File: config.mk
export PLATFORM = sky130hd
export DESIGN_NAME = pida_or_group
export DESIGN_NICKNAME = d
export VERILOG_FILES = /design/src/sv/pida_pkg.sv /design/src/sv/pida_or_group.sv
export SDC_FILE = /design/constraint.sdc
export NUM_CORES = 1
export LEC_CHECK = 0
export BUFFER_PORTS_ARGS = -buffer_cell sky130_fd_sc_hd__buf_2
export CAP_MARGIN = 20
export CORE_AREA = 2 2 112 114
export CTS_BUF_LIST = sky130_fd_sc_hd__clkbuf_4 sky130_fd_sc_hd__clkbuf_8 sky130_fd_sc_hd__clkbuf_16
export DETAILED_ROUTE_END_ITERATION = 7
export DIE_AREA = 0 0 114 116
export PLACE_DENSITY = 0.42
export SLEW_MARGIN = 40
export SYNTH_ARGS = -nofsm -noshare
export SYNTH_HDL_FRONTEND = slang
export SYNTH_SLANG_ARGS = --single-unit
File: constraint.sdc
create_clock -name clk -period 1.1 [get_ports clk]
set_input_delay 0.055 -clock clk [delete_from_list [all_inputs] [get_ports clk]]
set_output_delay 0.055 -clock clk [all_outputs]
set_load 0.01 [all_outputs]
File: src/sv/pida_pkg.sv
// Shared constants, request and status codes, and cell control type for the insert/delete array.
package pida_pkg;

	localparam int unsigned DEPTH_DEF = 64;
	localparam int unsigned WORD_W    = 32;
	localparam int unsigned OP_W      = 3;
	localparam int unsigned STATUS_W  = 2;

	typedef enum logic [OP_W-1:0] {
		OP_PUSH_BACK  = 3'd0,
		OP_PUSH_FRONT = 3'd1,
		OP_INSERT     = 3'd2,
		OP_POP_BACK   = 3'd3,
		OP_POP_FRONT  = 3'd4,
		OP_REMOVE_AT  = 3'd5,
		OP_READ       = 3'd6,
		OP_WRITE      = 3'd7
	} op_t;

	typedef enum logic [STATUS_W-1:0] {
		ST_OK    = 2'd0,
		ST_FULL  = 2'd1,
		ST_RANGE = 2'd2,
		ST_EMPTY = 2'd3
	} status_t;

	// Broadcast to every cell for one accepted request
	typedef struct packed {
		logic open_gap;   // cells above the target take their lower neighbor
		logic close_gap;  // cells at and above the target take their upper neighbor
		logic put;        // the target cell takes the request word
	} cell_ctrl_t;

endpackage

File: src/sv/pida_or_group.sv
// Registered OR of a group of addressed cell words: first level of the read tree.
module pida_or_group #(
	parameter int unsigned N = 8
) (
	input  logic                         clk,
	input  logic                         en,
	input  logic [pida_pkg::WORD_W-1:0]  words [N],
	output logic [pida_pkg::WORD_W-1:0]  acc_s1
);
	import pida_pkg::*;

	logic [WORD_W-1:0] acc;

	// Combine the group; at most one word is nonzero
	always_comb begin
		acc = '0;
		for (int unsigned k = 0; k < N; k++) begin
			acc = acc | words[k];
		end
	end

	// Capture on request transfer
	always_ff @(posedge clk) begin
		if (en) begin
			acc_s1 <= acc;
		end
	end

endmodule

# Word-level counts from Yosys, hierarchy flattened
# Index checks and enable logic that the tools add are counted.
# Widths: inputs -> output; s select.
[word_totals]
ff_bits = 32
inputBits = 258
elab_cells = 8
[classes]
bitwise_logic = 7
[op_table]
columns = ["op", "count"]
rows = [
  ["$or 32x32->32", 7],
]

# Longest topological paths before layout
[depth]
ltp_word = 7
ltp_mapped = 2

# Least setup slack after synthesis
# No wires, ideal clock.
[synth_timing]
path_type = "input -> register"
startpoint = "input port words[192] (netlist bit)"
endpoint = "register acc_s1[0] (netlist bit), data pin"
setup_ps = 263
arrival_time_ps = 361
slack_ps = 476
path_stages = 2
path_buffers = 0
cell_sequence = "nor4_1 > nand2_1"
[synth_via]
elab_chain_cells = 7
[synth_rtl]
columns = ["element", "line_no", "rtl"]
rows = [
  ["start: declaration", "pida_or_group.sv:7", "input logic [pida_pkg::WORD_W-1:0] words [N],"],
  ["$or 32x32->32 (7 in a row)", "pida_or_group.sv:18", "acc = acc | words[k];"],
  ["net acc[0]", "pida_or_group.sv:12", "logic [WORD_W-1:0] acc;"],
  ["end signal: assignment", "pida_or_group.sv:25", "acc_s1 <= acc;"],
  ["end: declaration", "pida_or_group.sv:8", "output logic [pida_pkg::WORD_W-1:0] acc_s1"],
]
# The timed path passes the listed nets, and every way through them passes these cells.
# A chain may end at the register's enable or synchronous reset.

# Final worst setup path
[layout_timing]
startpoint = "register acc_s1[24] (netlist bit)"
endpoint = "output port acc_s1[24] (netlist bit)"
# No word-level cell between the ends.

==> impl_metrics.env <==
export IMPL_status="complete, no violations"
export IMPL_clk_pin_slew_ps=60
export IMPL_ant_nets=0
export IMPL_cts_tree="yes"
export IMPL_dp_cells=565
export IMPL_min_period_ps=860
export IMPL_max_vdd_ir_drop_uv=417
export IMPL_cp_max_fo=1
export IMPL_antenna_found_initial=0
export IMPL_synth_area_leaders="edfxtp_1, nor4_1, nand2_1"
export IMPL_grt_overflow=0
export IMPL_die_width_um=114
export IMPL_min_to="acc_s1[3]$_DFFE_PP_"
export IMPL_yosys_area_top_type="edfxtp_1"
export IMPL_synth_seq_cells=32
export IMPL_p_clk_share_pct=40.3
export IMPL_syn_inst=128
export IMPL_seq_area_frac_synth_pct=64.9
export IMPL_worst_ep_required_time_ps=1040
export IMPL_cellLeakagePower_nw=1.58
export IMPL_hp_start="en"
export IMPL_grt_max_degree=32
export IMPL_first_pass_iters=4
export IMPL_power_density_nw_per_um2=1050
export IMPL_grt_pass1_wl_mm=10.0
export IMPL_drv_cap=0
export IMPL_instances_no_fill=573
export IMPL_crit_family="flip-flops"
export IMPL_io_buffers=289
export IMPL_finalInstanceArea_um2=3280
export IMPL_swShare_pct=22.1
export IMPL_ios=290
export IMPL_cp_start_kind="flop"
export IMPL_numCtsBuffers=5
export IMPL_dp_hpwl_mm=6.24
export IMPL_largest_register="acc_s1"
export IMPL_critPathMaxStageDelay_ps=370
export IMPL_dpl_worst_slack_ps=239
export IMPL_largestRegisters="acc_s1 (32)"
export IMPL_setup_viol=0
export IMPL_post_route_util_pct=27.5
export IMPL_route_detailed_drc=0
export IMPL_cp_depth=1
export IMPL_postCtsSetupRepairBufs=0
export IMPL_p_seq_share_pct=41.3
export IMPL_slowest_stage="edfxtp_1"
export IMPL_critPathCaptureType="primary output"
export IMPL_largest_reg_flops=32
export IMPL_synth_top_area_share_pct=64.9
export IMPL_post_route_period_util_pct=78.2
export IMPL_syn_area_um2=1480
export IMPL_cts_resized=0
export IMPL_postCtsHoldBufs=0
export IMPL_cts_max_level=2
export IMPL_critical_path_cell_chain="buf_2"
export IMPL_worstMarginPinSlew_ps=349
export IMPL_wl_mm=7.06
export IMPL_rsz0062_at_grt="no"
export IMPL_cts_root_buf="clkbuf_16"
export IMPL_rows=40
export IMPL_setup_ws_ps=240
export IMPL_crit_type="reg2out"
export IMPL_antenna_cells=0
export IMPL_fin_nets=683
export IMPL_drt_iter0_drc=17
export IMPL_final_setup_tns_ps=0
export IMPL_placed_area_um2=3130
export IMPL_yosys_warnings=0
export IMPL_fmax_ghz=1.16
export IMPL_vias_per_cell=3.95
export IMPL_combinationalPowerShare_pct=18.5
export IMPL_crit_buf_inv=1
export IMPL_max_slew_margin_pct=76.5
export IMPL_routedWlPerCell_um=12.3
export IMPL_p_int_mw=2.68
export IMPL_synthToLayoutAreaGrowth_pct=121
export IMPL_cp_arrival_ps=800
export IMPL_min_path_type="in2reg"
export IMPL_cts_sinks=32
export IMPL_coreArea_um2=11900
export IMPL_synth_cell_types=3
export IMPL_final_max_slew_violation_count=0
export IMPL_cts_buffer_depth=2
export IMPL_hold_violations=0
export IMPL_die_h_um=116
export IMPL_power_switching_mw=0.759
export IMPL_die_area_um2=13200
export IMPL_hold_depth=1
export IMPL_first_global_vias=2139
export IMPL_synth_net_count=386
export IMPL_grt_use_total_pct=9.72
export IMPL_avgSynthCellArea_um2=11.6
export IMPL_vias=2264
export IMPL_drive_gt1_share_pct=69.7
export IMPL_initial_core_util_pct=12.4
export IMPL_gp_congestion=0.891
## cell families (layout without fill, tap and decap cells)
logic type | after synthesis | in the layout | share of synthesized area, %
flops | 32 | 32 | 64.9
buf+inv | 0 | 298 | 0
simple gates | 96 | 96 | 35.1
## metrics by stage
| step | total power, mW | hold slack [ps] |
|---|---|---|
| 2_1_floorplan | 1.53 | 167 |
| 3_3_place_gp | 2.08 | 303 |
| 3_5_place_dp | 2.09 | 310 |
| 4_1_cts | 3.52 | 24.1 |
| 5_1_grt | 3.63 | 27.7 |
| 6_report | 3.44 | 30.1 |
## Yosys cell counts
cell type,instances
edfxtp_1,32
nand2_1,32
nor4_1,64
## power by group through the flow
stage                     sequential (mW)  clock (mW)  combinational (mW)
after CTS                            1.42        1.46               0.646
after floorplan                      1.48           0              0.0438
final                                1.42        1.38               0.635
after detailed placement             1.44           0               0.644
after global routing                 1.42        1.51               0.698
after global placement               1.44           0               0.636
## worst max-delay path by stage
stage / from / endpoint / slack (ps)
after global routing: acc_s1[13]$_DFFE_PP_ / acc_s1[13] / 200
after CTS: acc_s1[19]$_DFFE_PP_ / acc_s1[19] / 220
after detailed placement: words[210] / acc_s1[18]$_DFFE_PP_ / 240
after global placement: words[210] / acc_s1[18]$_DFFE_PP_ / 260
after floorplan: words[192] / acc_s1[0]$_DFFE_PP_ / 480
final: acc_s1[24]$_DFFE_PP_ / acc_s1[24] / 240
## routing by layer
| layer | wire (um) | track usage, % | share of wire, % | up-vias |
|---|---|---|---|---|
| met3 | 611 | 2.72 | 8.7 | 8 |
| li1 | - | - | - | 1139 |
| met2 | 3580 | 17.1 | 51 | 127 |
| met5 | 0 | 0 | 0 | - |
| met4 | 97 | 3.50 | 1.4 | 0 |
| met1 | 2770 | 11.3 | 39 | 990 |
## placed cells by master, fill, tap and decap left out
master     Yosys  routed
buf_2          0     289
nor4_1        64      64
nand2_1       32      32
edfxtp_1      32      32
clkbuf_16      0       5
clkbuf_4       0       2
clkinv_1       0       1
buf_12         0       1
## layout make-up
class	count	area [um^2]
clock inverter	1	3.75
fill	1294	8640
clock buffer	7	140
sequential	32	961
timing repair buffer	290	1470
tap	147	184
multi-input combinational	96	520
No activity file was read; power rests on OpenSTA's default activity.
