### src/sv/pida_pkg.sv
// Shared constants, request and status codes, and cell control type for the insert/delete array.
package pida_pkg;

	localparam int unsigned DEPTH_DEF = 64;
	localparam int unsigned WORD_W    = 32;
	localparam int unsigned OP_W      = 3;
	localparam int unsigned STATUS_W  = 2;

	typedef enum logic [OP_W-1:0] {
		OP_PUSH_BACK  = 3'd0,
		OP_PUSH_FRONT = 3'd1,
		OP_INSERT     = 3'd2,
		OP_POP_BACK   = 3'd3,
		OP_POP_FRONT  = 3'd4,
		OP_REMOVE_AT  = 3'd5,
		OP_READ       = 3'd6,
		OP_WRITE      = 3'd7
	} op_t;

	typedef enum logic [STATUS_W-1:0] {
		ST_OK    = 2'd0,
		ST_FULL  = 2'd1,
		ST_RANGE = 2'd2,
		ST_EMPTY = 2'd3
	} status_t;

	// Broadcast to every cell for one accepted request
	typedef struct packed {
		logic open_gap;   // cells above the target take their lower neighbor
		logic close_gap;  // cells at and above the target take their upper neighbor
		logic put;        // the target cell takes the request word
	} cell_ctrl_t;

endpackage

### src/sv/pida_cell.sv
// One list entry: holds a word and shifts to or from its neighbors on insert and removal.
module pida_cell #(
	parameter int unsigned CNT_W = 7,
	parameter int unsigned INDEX = 0
) (
	input  logic                         clk,
	input  pida_pkg::cell_ctrl_t         ctrl,
	input  logic [CNT_W-1:0]             pos,
	input  logic [pida_pkg::WORD_W-1:0]  value,
	input  logic [pida_pkg::WORD_W-1:0]  left,
	input  logic [pida_pkg::WORD_W-1:0]  right,
	output logic [pida_pkg::WORD_W-1:0]  word,
	output logic [pida_pkg::WORD_W-1:0]  hit_word
);
	import pida_pkg::*;

	localparam logic [CNT_W-1:0] IDX = CNT_W'(INDEX);

	logic [WORD_W-1:0] data_q;
	logic              at_pos;
	logic              above_pos;

	assign at_pos    = (pos == IDX);
	assign above_pos = (IDX > pos);

	// Shift, load or hold the entry
	always_ff @(posedge clk) begin
		priority if (ctrl.close_gap && (at_pos || above_pos)) begin
			data_q <= right;
		end else if (ctrl.put && at_pos) begin
			data_q <= value;
		end else if (ctrl.open_gap && above_pos) begin
			data_q <= left;
		end else begin
			data_q <= data_q;
		end
	end

	assign word     = data_q;
	// Offer the entry to the read tree only when addressed
	assign hit_word = at_pos ? data_q : '0;

endmodule

### config.mk
export PLATFORM = sky130hd
export DESIGN_NAME = pida_cell
export DESIGN_NICKNAME = d
export VERILOG_FILES = /design/src/sv/pida_pkg.sv /design/src/sv/pida_cell.sv
export SDC_FILE = /design/constraint.sdc
export NUM_CORES = 1
export LEC_CHECK = 0
export BUFFER_PORTS_ARGS = -buffer_cell sky130_fd_sc_hd__buf_4
export CORE_ASPECT_RATIO = 0.8
export CORE_UTILIZATION = 44
export DETAILED_ROUTE_END_ITERATION = 6
export PLACE_DENSITY = 0.87
export SKIP_LAST_GASP = 1
export SLEW_MARGIN = 25
export SYNTH_ARGS = -nofsm -noshare
export SYNTH_HDL_FRONTEND = slang
export SYNTH_SLANG_ARGS = --single-unit
### constraint.sdc
create_clock -name clk -period 3.61 [get_ports clk]
set_input_delay 1.083 -clock clk [delete_from_list [all_inputs] [get_ports clk]]
set_output_delay 1.083 -clock clk [all_outputs]
set_load 0.1 [all_outputs]
* Yosys cells after proc, flatten, opt, wreduce, memory -nomap -nowiden *
Index checks and enable logic that the tools add are counted.

word-level totals
  flip-flop bits (word level) = 32
  output and inout port bits = 64

cells by class
  $lt $le $gt $ge = 1
  muxes and demuxes = 4
  reduce and logical (&&, ||, !) cells = 6

operators by type and width
  operator              count
  $mux W32              4
  $gt A1 B7 Y1 const A  1
  $logic_not A7 Y1      1
  $logic_and A1 B1 Y1   3
  $reduce_bool A3 Y1    1
  $logic_or A1 B1 Y1    1

* Logic depth before layout (Yosys ltp) *
Gate-level depths: netlist of run 1.

  word-level depth = 5
  gate-level depth with buffers = 5
  gate-level depth less buffers = 3

* Worst setup path after synthesis of run 1 *
OpenSTA, ideal clock, no wires.

  path type = input to output
  start point = in pos[3]
  end point = out hit_word[10] in the netlist's numbering
  arrival = 2.552 ns
  setup slack = -0.025 ns
  stages on the path = 4
  buffers on the path = 2
  cell sequence = nor4_2 -> buf_2 -> buf_2 -> and3_1

between the ends
  word-level cells in the longest chain between the ends = 2

ends and longest elaborated chain
  element           RTL line         source
  from (decl)       pida_cell.sv:8   input logic [CNT_W-1:0] pos,
  $logic_not A7 Y1  pida_cell.sv:23  assign at_pos = (pos == IDX);
  $mux W32          pida_cell.sv:41  assign hit_word = at_pos ? data_q : '0;
  to (decl)         pida_cell.sv:13  output logic [pida_pkg::WORD_W-1:0] hit_word

Every way passes these cells.

* Worst setup path after layout of run 1 *
  start point = in pos[3]
  end point = out hit_word[25] in the netlist's numbering

Same word-level chain as after synthesis.

==> impl_results.md, run 1 <==
* Main synth FF type: edfxtp_1
* Minimum clock period at 3450 ps
* Full die area at 0.00550 mm²
* Row count at 23
* I/O pins at 171
* VDD IR-drop max at 0.158 mV
* Power per cell area at 242 mW/mm²
* # placed instances at 439
* Arr. time, crit path at 2360 ps
* Setup violators final at 0
* DP Wirelength at 5450 µm
* Synth async-reset ratio at 0%
* Hold Fails Final Rpt at 0
* Post-Layout Cell Count at 446
* RSZ-0062 raised after global routing: no
* Synth Instances at 231
* Yosys cell types at 20
* GRT Residual Overflow at 0
* Clock transition at path regs at 70 ps
* Slew @ Worst Pin at 447 ps
* Worst Setup Start Kind: input pin
* Slew Limit Headroom at 70.2%
* Mapped Area at 0.00229 mm²
* FMAX at roughly 0.29 GHz
* Nets at 491
* LEAKAGE at 1.72 nW
* Area Growth Syn to Fin at 61.5%
* Number of synthesized flops with an enable pin at 32
* Clock Path Buffers at 2
* Total setup buffers inserted after CTS at 0
* Largest net degree at the start of global routing at 67
* Diodes inserted at 0
* Failing checks: design-rule violations
* Hold Slack at 1100 ps
* IO Port Bufs at 169
* Register bit total from synthesis at 32
* Mean post-synth cell area at 9.92 µm²
* Final Cycle Share at 95.5%
* Die Ht at 66.5 µm
* Yosys top cell area share at 41.9%
* Worst-path fanout max at between 60 and 70
* Vias in the first global route at between 2k and 3k
* First-pass GRT wire length at 11900 µm
* Layout cells sized above 1 at between 60% and 70%
* Ys Warns at 0
* Core Area at 0.00501 mm²
* CTS H-tree depth at 2
* Setup_tns at 0 ps
* Total track usage at 28.6%
* Post-CTS Hold Fix Bufs at 0
* Required @ worst endpoint at 2530 ps
* CTS Buf Count at 5
* Number of max-cap violations at 0
* Syn_nets at 338
* Post-DR wirelength/cell at 17.6 µm
* Via-to-Cell Ratio at 5.96
* Synth area leader: edfxtp_1
* Via count at about 2.7k
* Total wire length at 7840 µm
* Clock sink count at 32
* Die Wd at 82.7 µm
* Final GP Congestion at 0.745
* Cell chosen for the clock root: clkbuf_8
* Antenna violations before repair at 0
* Final Cell Area at 0.00370 mm²
* Fin. max-slew vios at 0
* Top cells by area, synth: edfxtp_1 (42%), o221a_2 (15%), a41oi_1 (12%)
* Post-CTS sizing at 0
* CP Capture Type: output pin
* DRT antenna net count at 0
* Initial Util at a little under half
* CTS tree: built
* DRC Markers at 2
* Max reg flops at 32
* Worst hold path type: in2reg
* CP Class: in2out
* Sequential share of the synthesized area at 41.9%
* Area after DPL at 0.00362 mm²
* Status: finished with violations
* First-pass detailed-route iteration total at 6
* Initial DRC Count at 171
## Yosys cell counts (all sizes together), types with 2 or more instances
library cell,instances
a41oi,31
and3,32
buf,21
clkbuf,11
edfxtp,32
inv,32
nand2,2
nor3,32
o221a,31
## critical path: stages
cell and delay (ps):
buf_4 120, nor4_4 310, buf_12 290, and3_2 240, buf_4 280
## worst paths after layout
path	from	end	slack [ps]	depth (start not counted)
setup / recovery	pos[3]	hit_word[25]	160	5
hold / removal	left[30]	word[30]	1100	2
## where the power goes
part / switching (mW) / internal, mW
sequential: 0.000935 / 0.413
combinational: 0.100 / 0.121
clock: 0.130 / 0.131
## layer usage
| layer | global-route usage [%] | wire length (µm) | up-vias |
|---|---|---|---|
| met2 | 49.5 | 4000 | 158 |
| met5 | 0 | 0 | - |
| met4 | 11.6 | 110 | 0 |
| met3 | 4.79 | 678 | 13 |
| li1 | - | - | 1236 |
| met1 | 35.1 | 3050 | 1253 |
## layout make-up
cell class | count | area [µm²]
Tap cell | 62 | 77.6
Sequential cell | 32 | 961
Timing Repair Buffer | 178 | 1360
Multi-Input combinational cell | 135 | 1100
Fill cell | 362 | 1310
Clock inverter | 1 | 5.00
Clock buffer | 6 | 72.6
Inverter | 32 | 120
## cells in the final DEF (no fill, tap or decap), types with 2 or more instances in the layout
cell      instances
inv_1            32
clkbuf_8          5
o221a_2          30
buf_4           176
edfxtp_1         32
a41oi_1          31
nand2_1           2
buf_12            2
and3_2           32
nor3_1           31
## kinds of logic after synthesis
group / after synthesis / share of synthesized area (%)
AND/OR/NAND/NOR: 70 / 17.6
AO/OA/AOI/OAI: 65 / 28.0
buffers and inverters: 64 / 12.5
flip-flops: 32 / 41.9
## per-stage QoR
| step | total power [mW] | utilization, % | worst slack [ps] |
|---|---|---|---|
| 2_1_floorplan | 0.525 | - | 257 |
| 3_3_place_gp | 0.635 | 72.3 | 201 |
| 3_5_place_dp | 0.641 | 72.3 | 179 |
| 4_1_cts | 0.896 | 73.9 | 179 |
| 5_1_grt | 0.930 | 73.9 | 130 |
| 6_report | 0.895 | 73.9 | 164 |
(Power assumes the default switching activity.)
==> inputs of run 2 (changes only) <==
--- a/config.mk
+++ b/config.mk
@@ -7,8 +7,10 @@
 export LEC_CHECK = 0
 export BUFFER_PORTS_ARGS = -buffer_cell sky130_fd_sc_hd__buf_4
 export CORE_ASPECT_RATIO = 0.8
+export CORE_MARGIN = 3
 export CORE_UTILIZATION = 44
 export DETAILED_ROUTE_END_ITERATION = 6
+export GPL_TIMING_DRIVEN = 0
 export PLACE_DENSITY = 0.87
 export SKIP_LAST_GASP = 1
 export SLEW_MARGIN = 25
==> run 2 against run 1 <==
The run now ends clean. Flip-flop and latch count unchanged. Via count up 4.8%. Clock power up 33%. Hold slack worse by 3.1 ps. Core utilization up 7.2 points.
==> impl_results.md, run 2 (same netlist as run 1, synthesis figures left out) <==
* Clock sink count at 32 (unchanged)
* CTS H-tree depth at 2 (unchanged)
* Slowest-stage cell, CP: nor4_2 (was nor4_4)
* Total setup buffers inserted after CTS at 0 (unchanged)
* LEAKAGE at 1.81 nW (was 1.72 nW)
* Post-CTS Hold Fix Bufs at 0 (unchanged)
* Worst hold path type: in2reg (unchanged)
* Clock transition at path regs at 70 ps (about the same)
* Vias in the first global route at 2686 (was 2544)
* Worst setup path endpoint: hit_word[25] (unchanged)
* Final Cycle Share at 98.5% (was 95.5%)
* Total wire length at 9020 µm (was 7840 µm)
* First-pass detailed-route iteration total at 5 (was 6)
* Met3 usage at 5.94% (was 4.79%)
* Arr. time, crit path at 2470 ps (was 2360 ps)
* Nets at 512 (was 491)
* Cell chosen for the clock root: clkbuf_8 (unchanged)
* Setup violators final at 0 (unchanged)
* Grt met2 use at 46.6% (was 49.5%)
* Core Area at 0.00479 mm² (was 0.00501 mm²)
* Met1 GRT Util at 34.7% (was 35.1%)
* Initial DRC Count at 228 (was 171)
* Cell family with most CP delay: buffers and inverters (unchanged)
* IO Port Bufs at 167 (was 169)
* Die Ht at 70.5 µm (was 66.5 µm)
* Diodes inserted at 0 (unchanged)
* Post-DR wirelength/cell at 19.4 µm (was 17.6 µm)
* CTS tree: built (unchanged)
* CP Class: in2out (unchanged)
* Most frequent cells in the layout: buf_4 (147), and3_2 (32), edfxtp_1 (32) (was buf_4 (176), inv_1 (32), and3_2 (32), edfxtp_1 (32))
* Via count at 2788 (was 2660)
* RSZ-0062 raised after global routing: yes (was no)
* GRT Residual Overflow at 0 (unchanged)
* Final GP Congestion at 0.861 (was 0.745)
* Row count at 22 (was 23)
* Largest net degree at the start of global routing at 33 (was 67)
* Minimum clock period at 3550 ps (was 3450 ps)
* Worst path most repeated cell: buf_4 (unchanged)
* Max reg flops at 32 (unchanged)
* Total track usage at 27.4% (was 28.6%)
* Slew @ Worst Pin at 705 ps (was 447 ps)
* Global route hottest layer: met2 (unchanged)
* Clock Path Buffers at 2 (unchanged)
* Required @ worst endpoint at 2530 ps (about the same)
* Post-Layout Cell Count at 466 (was 446)
* First-pass GRT wire length at 13200 µm (was 11900 µm)
* Max incr delay on CP at 330 ps (was 310 ps)
* Full die area at 0.00611 mm² (was 0.00550 mm²)
* Final Cell Area at 0.00388 mm² (was 0.00370 mm²)
* CP bufs+invs at 4 (was 3)
* Total power at 0.986 mW (was 0.895 mW)
* FMAX at 0.281 GHz (was 0.290 GHz)
* Die Wd at 86.7 µm (was 82.7 µm)
* Fin. max-slew vios at 0 (unchanged)
* Cell breakdown of the critical path: buf_4, nor4_2, buf_4, buf_2, and3_2, buf_4 (was buf_4, nor4_4, buf_12, and3_2, buf_4)
* Layout cells sized above 1 at 64.5% (was 64.8%)
* Area Growth Syn to Fin at 69.5% (was 61.5%)
* Final core utilization at 81.1% (was 73.9%)
* Pre-CTS WS at -15.9 ps (was 179 ps)
* DP Wirelength at 6720 µm (was 5450 µm)
* Power per cell area at 254 mW/mm² (was 242 mW/mm²)
* Worst Setup Start Kind: input pin (unchanged)
* Crit path from: pos[3] (unchanged)
* Via-to-Cell Ratio at 5.98 (was 5.96)
* DRC Markers at 0 (was 2)
* Antenna violations before repair at 0 (unchanged)
* Final worst slack at 55.1 ps (was 164 ps)
* Initial Util at 47.8% (was 45.8%)
* Slew Limit Headroom at 52.9% (was 70.2%)
* Worst-path fanout max at 10 (was 66)
* # placed instances at 458 (was 439)
* VDD IR-drop max at 0.186 mV (was 0.158 mV)
* Hold Fails Final Rpt at 0 (unchanged)
* Stages on worst setup path at 6 (was 5)
* CTS Buf Count at 5 (unchanged)
* Number of max-cap violations at 0 (unchanged)
* DRT antenna net count at 0 (unchanged)
* Fillers at 298 (was 362)
* Status: finished clean (was finished with violations)
* CP Capture Type: output pin (unchanged)
* Most common cell after layout, fill and taps aside: buf_4 (unchanged)
* Area after DPL at 0.00366 mm² (was 0.00362 mm²)
* I/O pins at 171 (unchanged)
## run 2: changes by cell type in the layout (fill, tap and decap cells not counted), sizes merged
cell / previous run / this run
bufinv: 0 / 1
clkbuf: 6 / 17
buf: 178 / 188
## run 2: layer usage
metal / wire [µm] / up-vias
met5: 0 / -
met2: 4580 / 182
li1: - / 1274
met1: 3350 / 1315
met3: 900 / 17
met4: 199 / 0
## run 2: metrics by stage
step	hold WS, ps	TNS, ps
6_report	1100	0
5_1_grt	1120	-34.5
4_1_cts	1100	0
3_5_place_dp	1400	-130
3_3_place_gp	1380	0
2_1_floorplan	1290	0
## run 2: how the worst min path moves through the flow
| stage | slack, ps | from | endpoint | cells after the start |
|---|---|---|---|---|
| global route | 1120 | left[30] | word[30] | 2 |
| detailed placement | 1400 | left[30] | word[30] | 2 |
| floorplan | 1290 | left[30] | word[30] | 1 |
| finish | 1100 | left[30] | word[30] | 2 |
| CTS | 1100 | left[30] | word[30] | 2 |
| global placement | 1380 | left[30] | word[30] | 2 |
## run 2: area by class of cell
cell class	count	area, µm²	area share (%)
repair buffers	167	1360	35.1
multi-input cells	135	1080	27.9
flip-flops and latches	32	961	24.8
plain buffers	32	171	4.42
inverters	32	120	3.09
well taps	60	75.1	1.93
clock buffers	6	72.6	1.87
clock inverters	2	35.0	0.902
## run 2: what timing repair did
action,4_1_cts,5_1_grt
gates resized for setup,2,33
endpoints found under the setup margin,3,30
cloned,0,0
pin swaps,0,0
## run 2: power breakdown
| part | switching (mW) | leakage [nW] | internal, mW | total (mW) |
|---|---|---|---|---|
| Clock | 0.142 | 0.0552 | 0.205 | 0.347 |
| Sequential | 0.00103 | 0.279 | 0.412 | 0.413 |
| Combinational | 0.103 | 1.47 | 0.122 | 0.225 |
==> inputs of run 3 (changes only) <==
--- a/config.mk
+++ b/config.mk
@@ -6,12 +6,14 @@
 export NUM_CORES = 1
 export LEC_CHECK = 0
 export BUFFER_PORTS_ARGS = -buffer_cell sky130_fd_sc_hd__buf_4
+export CELL_PAD_IN_SITES_DETAIL_PLACEMENT = 1
+export CELL_PAD_IN_SITES_GLOBAL_PLACEMENT = 1
 export CORE_ASPECT_RATIO = 0.8
 export CORE_MARGIN = 3
-export CORE_UTILIZATION = 44
+export CORE_UTILIZATION = 30
 export DETAILED_ROUTE_END_ITERATION = 6
 export GPL_TIMING_DRIVEN = 0
-export PLACE_DENSITY = 0.87
+export PLACE_DENSITY = 0.85
 export SKIP_LAST_GASP = 1
 export SLEW_MARGIN = 25
 export SYNTH_ARGS = -nofsm -noshare
==> run 3 against run 2 <==
Combinational power grew 2%. Via count shrank 1.1%. Setup slack gained 10 ps. First-iteration DRC count shrank 49%. Critical endpoint is now hit_word[11]. Largest cell class unchanged. Largest power group unchanged.
==> impl_results.md, run 3 (same netlist as run 1, synthesis figures left out) <==
* Status: finished clean (unchanged)
* Hold Slack at 1140 ps (was 1100 ps)
* Most common cell after layout, fill and taps aside: buf_4 (unchanged)
* Area after DPL at 0.00371 mm² (was 0.00366 mm²)
* Die Wd at 104 µm (was 86.7 µm)
* Area Growth Syn to Fin at 72.4% (was 69.5%)
* First-pass GRT wire length at 15600 µm (was 13200 µm)
* CTS H-tree depth at 2 (unchanged)
* Post-DR wirelength/cell at 19.8 µm (was 19.4 µm)
* First-pass detailed-route iteration total at 4 (was 5)
* CP bufs+invs at 4 (unchanged)
* Post-CTS Hold Fix Bufs at 0 (unchanged)
* Setup_tns at 0 ps (unchanged)
* Row count at 27 (was 22)
* Cell family with most CP delay: buffers and inverters (unchanged)
* CTS Buf Count at 5 (unchanged)
* Slew @ Worst Pin at 731 ps (was 705 ps)
* Number of max-cap violations at 0 (unchanged)
* Max reg flops at 32 (unchanged)
* Final Cell Area at 0.00395 mm² (was 0.00388 mm²)
* Minimum clock period at 3540 ps (was 3550 ps)
* Core Area at 0.00713 mm² (was 0.00479 mm²)
* DRT antenna net count at 0 (unchanged)
* Hold Fails Final Rpt at 0 (unchanged)
* Most frequent cells in the layout: buf_4 (149), and3_2 (32), edfxtp_1 (32) (was buf_4 (147), and3_2 (32), edfxtp_1 (32))
* CTS tree: built (unchanged)
* Clock Path Buffers at 2 (unchanged)
* CP Capture Type: output pin (unchanged)
* Diodes inserted at 0 (unchanged)
* Fin. max-slew vios at 0 (unchanged)
* IO Port Bufs at 167 (unchanged)
* Fillers at 825 (was 298)
* RSZ-0062 raised after global routing: yes (unchanged)
* Final core utilization at 55.4% (was 81.1%)
* DP Wirelength at 7720 µm (was 6720 µm)
* Via count at 2758 (was 2788)
* Cell chosen for the clock root: clkbuf_8 (unchanged)
* Clock transition at path regs at 80 ps (was 70 ps)
* Cell breakdown of the critical path: buf_4, nor4_2, buf_4, buf_2, and3_2, buf_4 (unchanged)
* Final Cycle Share at 98.2% (was 98.5%)
* LEAKAGE at 1.82 nW (was 1.81 nW)
* Arr. time, crit path at 2460 ps (was 2470 ps)
* Slowest-stage cell, CP: nor4_2 (unchanged)
* Initial Util at 32.1% (was 47.8%)
* FMAX at 0.282 GHz (was 0.281 GHz)
* Required @ worst endpoint at 2530 ps (about the same)
* Final GP Congestion at 0.841 (was 0.861)
* VDD IR-drop max at 0.125 mV (was 0.186 mV)
* Worst-path fanout max at 10 (unchanged)
* Worst path most repeated cell: buf_4 (unchanged)
* Via-to-Cell Ratio at 5.42 (was 5.98)
* Full die area at 0.00873 mm² (was 0.00611 mm²)
* Clock sink count at 32 (unchanged)
* Max incr delay on CP at 340 ps (was 330 ps)
* Die Ht at 84.2 µm (was 70.5 µm)
* Setup violators final at 0 (unchanged)
* DRC Markers at 0 (unchanged)
* Worst Setup Start Kind: input pin (unchanged)
* I/O pins at 171 (unchanged)
* Power per cell area at 251 mW/mm² (was 254 mW/mm²)
* GRT Residual Overflow at 0 (unchanged)
* Total wire length at 10100 µm (was 9020 µm)
* Nets at 514 (was 512)
* Total track usage at 21.9% (was 27.4%)
* Vias in the first global route at 2987 (was 2686)
* Largest net degree at the start of global routing at 33 (unchanged)
* Worst hold path type: in2reg (unchanged)
* Slew Limit Headroom at 51.2% (was 52.9%)
* CP Class: in2out (unchanged)
* Antenna violations before repair at 0 (unchanged)
* Layout cells sized above 1 at 64.7% (was 64.5%)
* Initial DRC Count at 117 (was 228)
[run 3: changes by cell type in the layout (fill, tap and decap cells not counted)]
cell,change
buf_4,+2
[run 3: area by class of cell]
cell class | count | area (µm²) | share of cell area [%]
Timing Repair Buffer | 169 | 1380 | 34.9
Multi-Input combinational cell | 135 | 1080 | 27.5
Sequential cell | 32 | 961 | 24.3
Buffer | 32 | 171 | 4.34
Tap cell | 101 | 126 | 3.20
Inverter | 32 | 120 | 3.04
Clock buffer | 6 | 72.6 | 1.84
Clock inverter | 2 | 35.0 | 0.887
[run 3: final timing paths]
kind | from | to | slack [ps] | depth (start not counted)
setup / recovery | pos[3] | hit_word[11] | 70 | 6
hold / removal | right[31] | word[31] | 1140 | 2
[run 3: stage by stage]
| stage | total power [mW] | std cells | worst slack [ps] |
|---|---|---|---|
| 6_report | 0.991 | 509 | 65.3 |
| 5_1_grt | 1.03 | 509 | -21.9 |
| 4_1_cts | 0.992 | 507 | 7.24 |
| 3_5_place_dp | 0.647 | 499 | -57.3 |
| 3_3_place_gp | 0.639 | 499 | -34.6 |
| 2_1_floorplan | 0.525 | 231 | 257 |
[run 3: power breakdown]
group          internal (mW)  switching [mW]  leakage [nW]
logic                  0.123           0.106          1.48
clock network          0.205           0.144        0.0552
registers              0.412        0.000925         0.279
total                  0.740           0.251          1.82
[run 3: what timing repair did]
action / CTS / global route
resized for setup: 3 / 31
endpoints found under the hold margin: 0 / 0
setup buffers: 0 / 2
setup endpoints to repair: 28 / 32
[run 3: layer usage]
layer | share of wire (%) | global-route usage (%) | vias to the layer above
met1 | 41 | 26.6 | 1349
li1 | - | - | 1278
met4 | 3.1 | 7.61 | 0
met3 | 5.9 | 4.15 | 22
met5 | 0 | 0 | -
met2 | 50 | 39.0 | 109
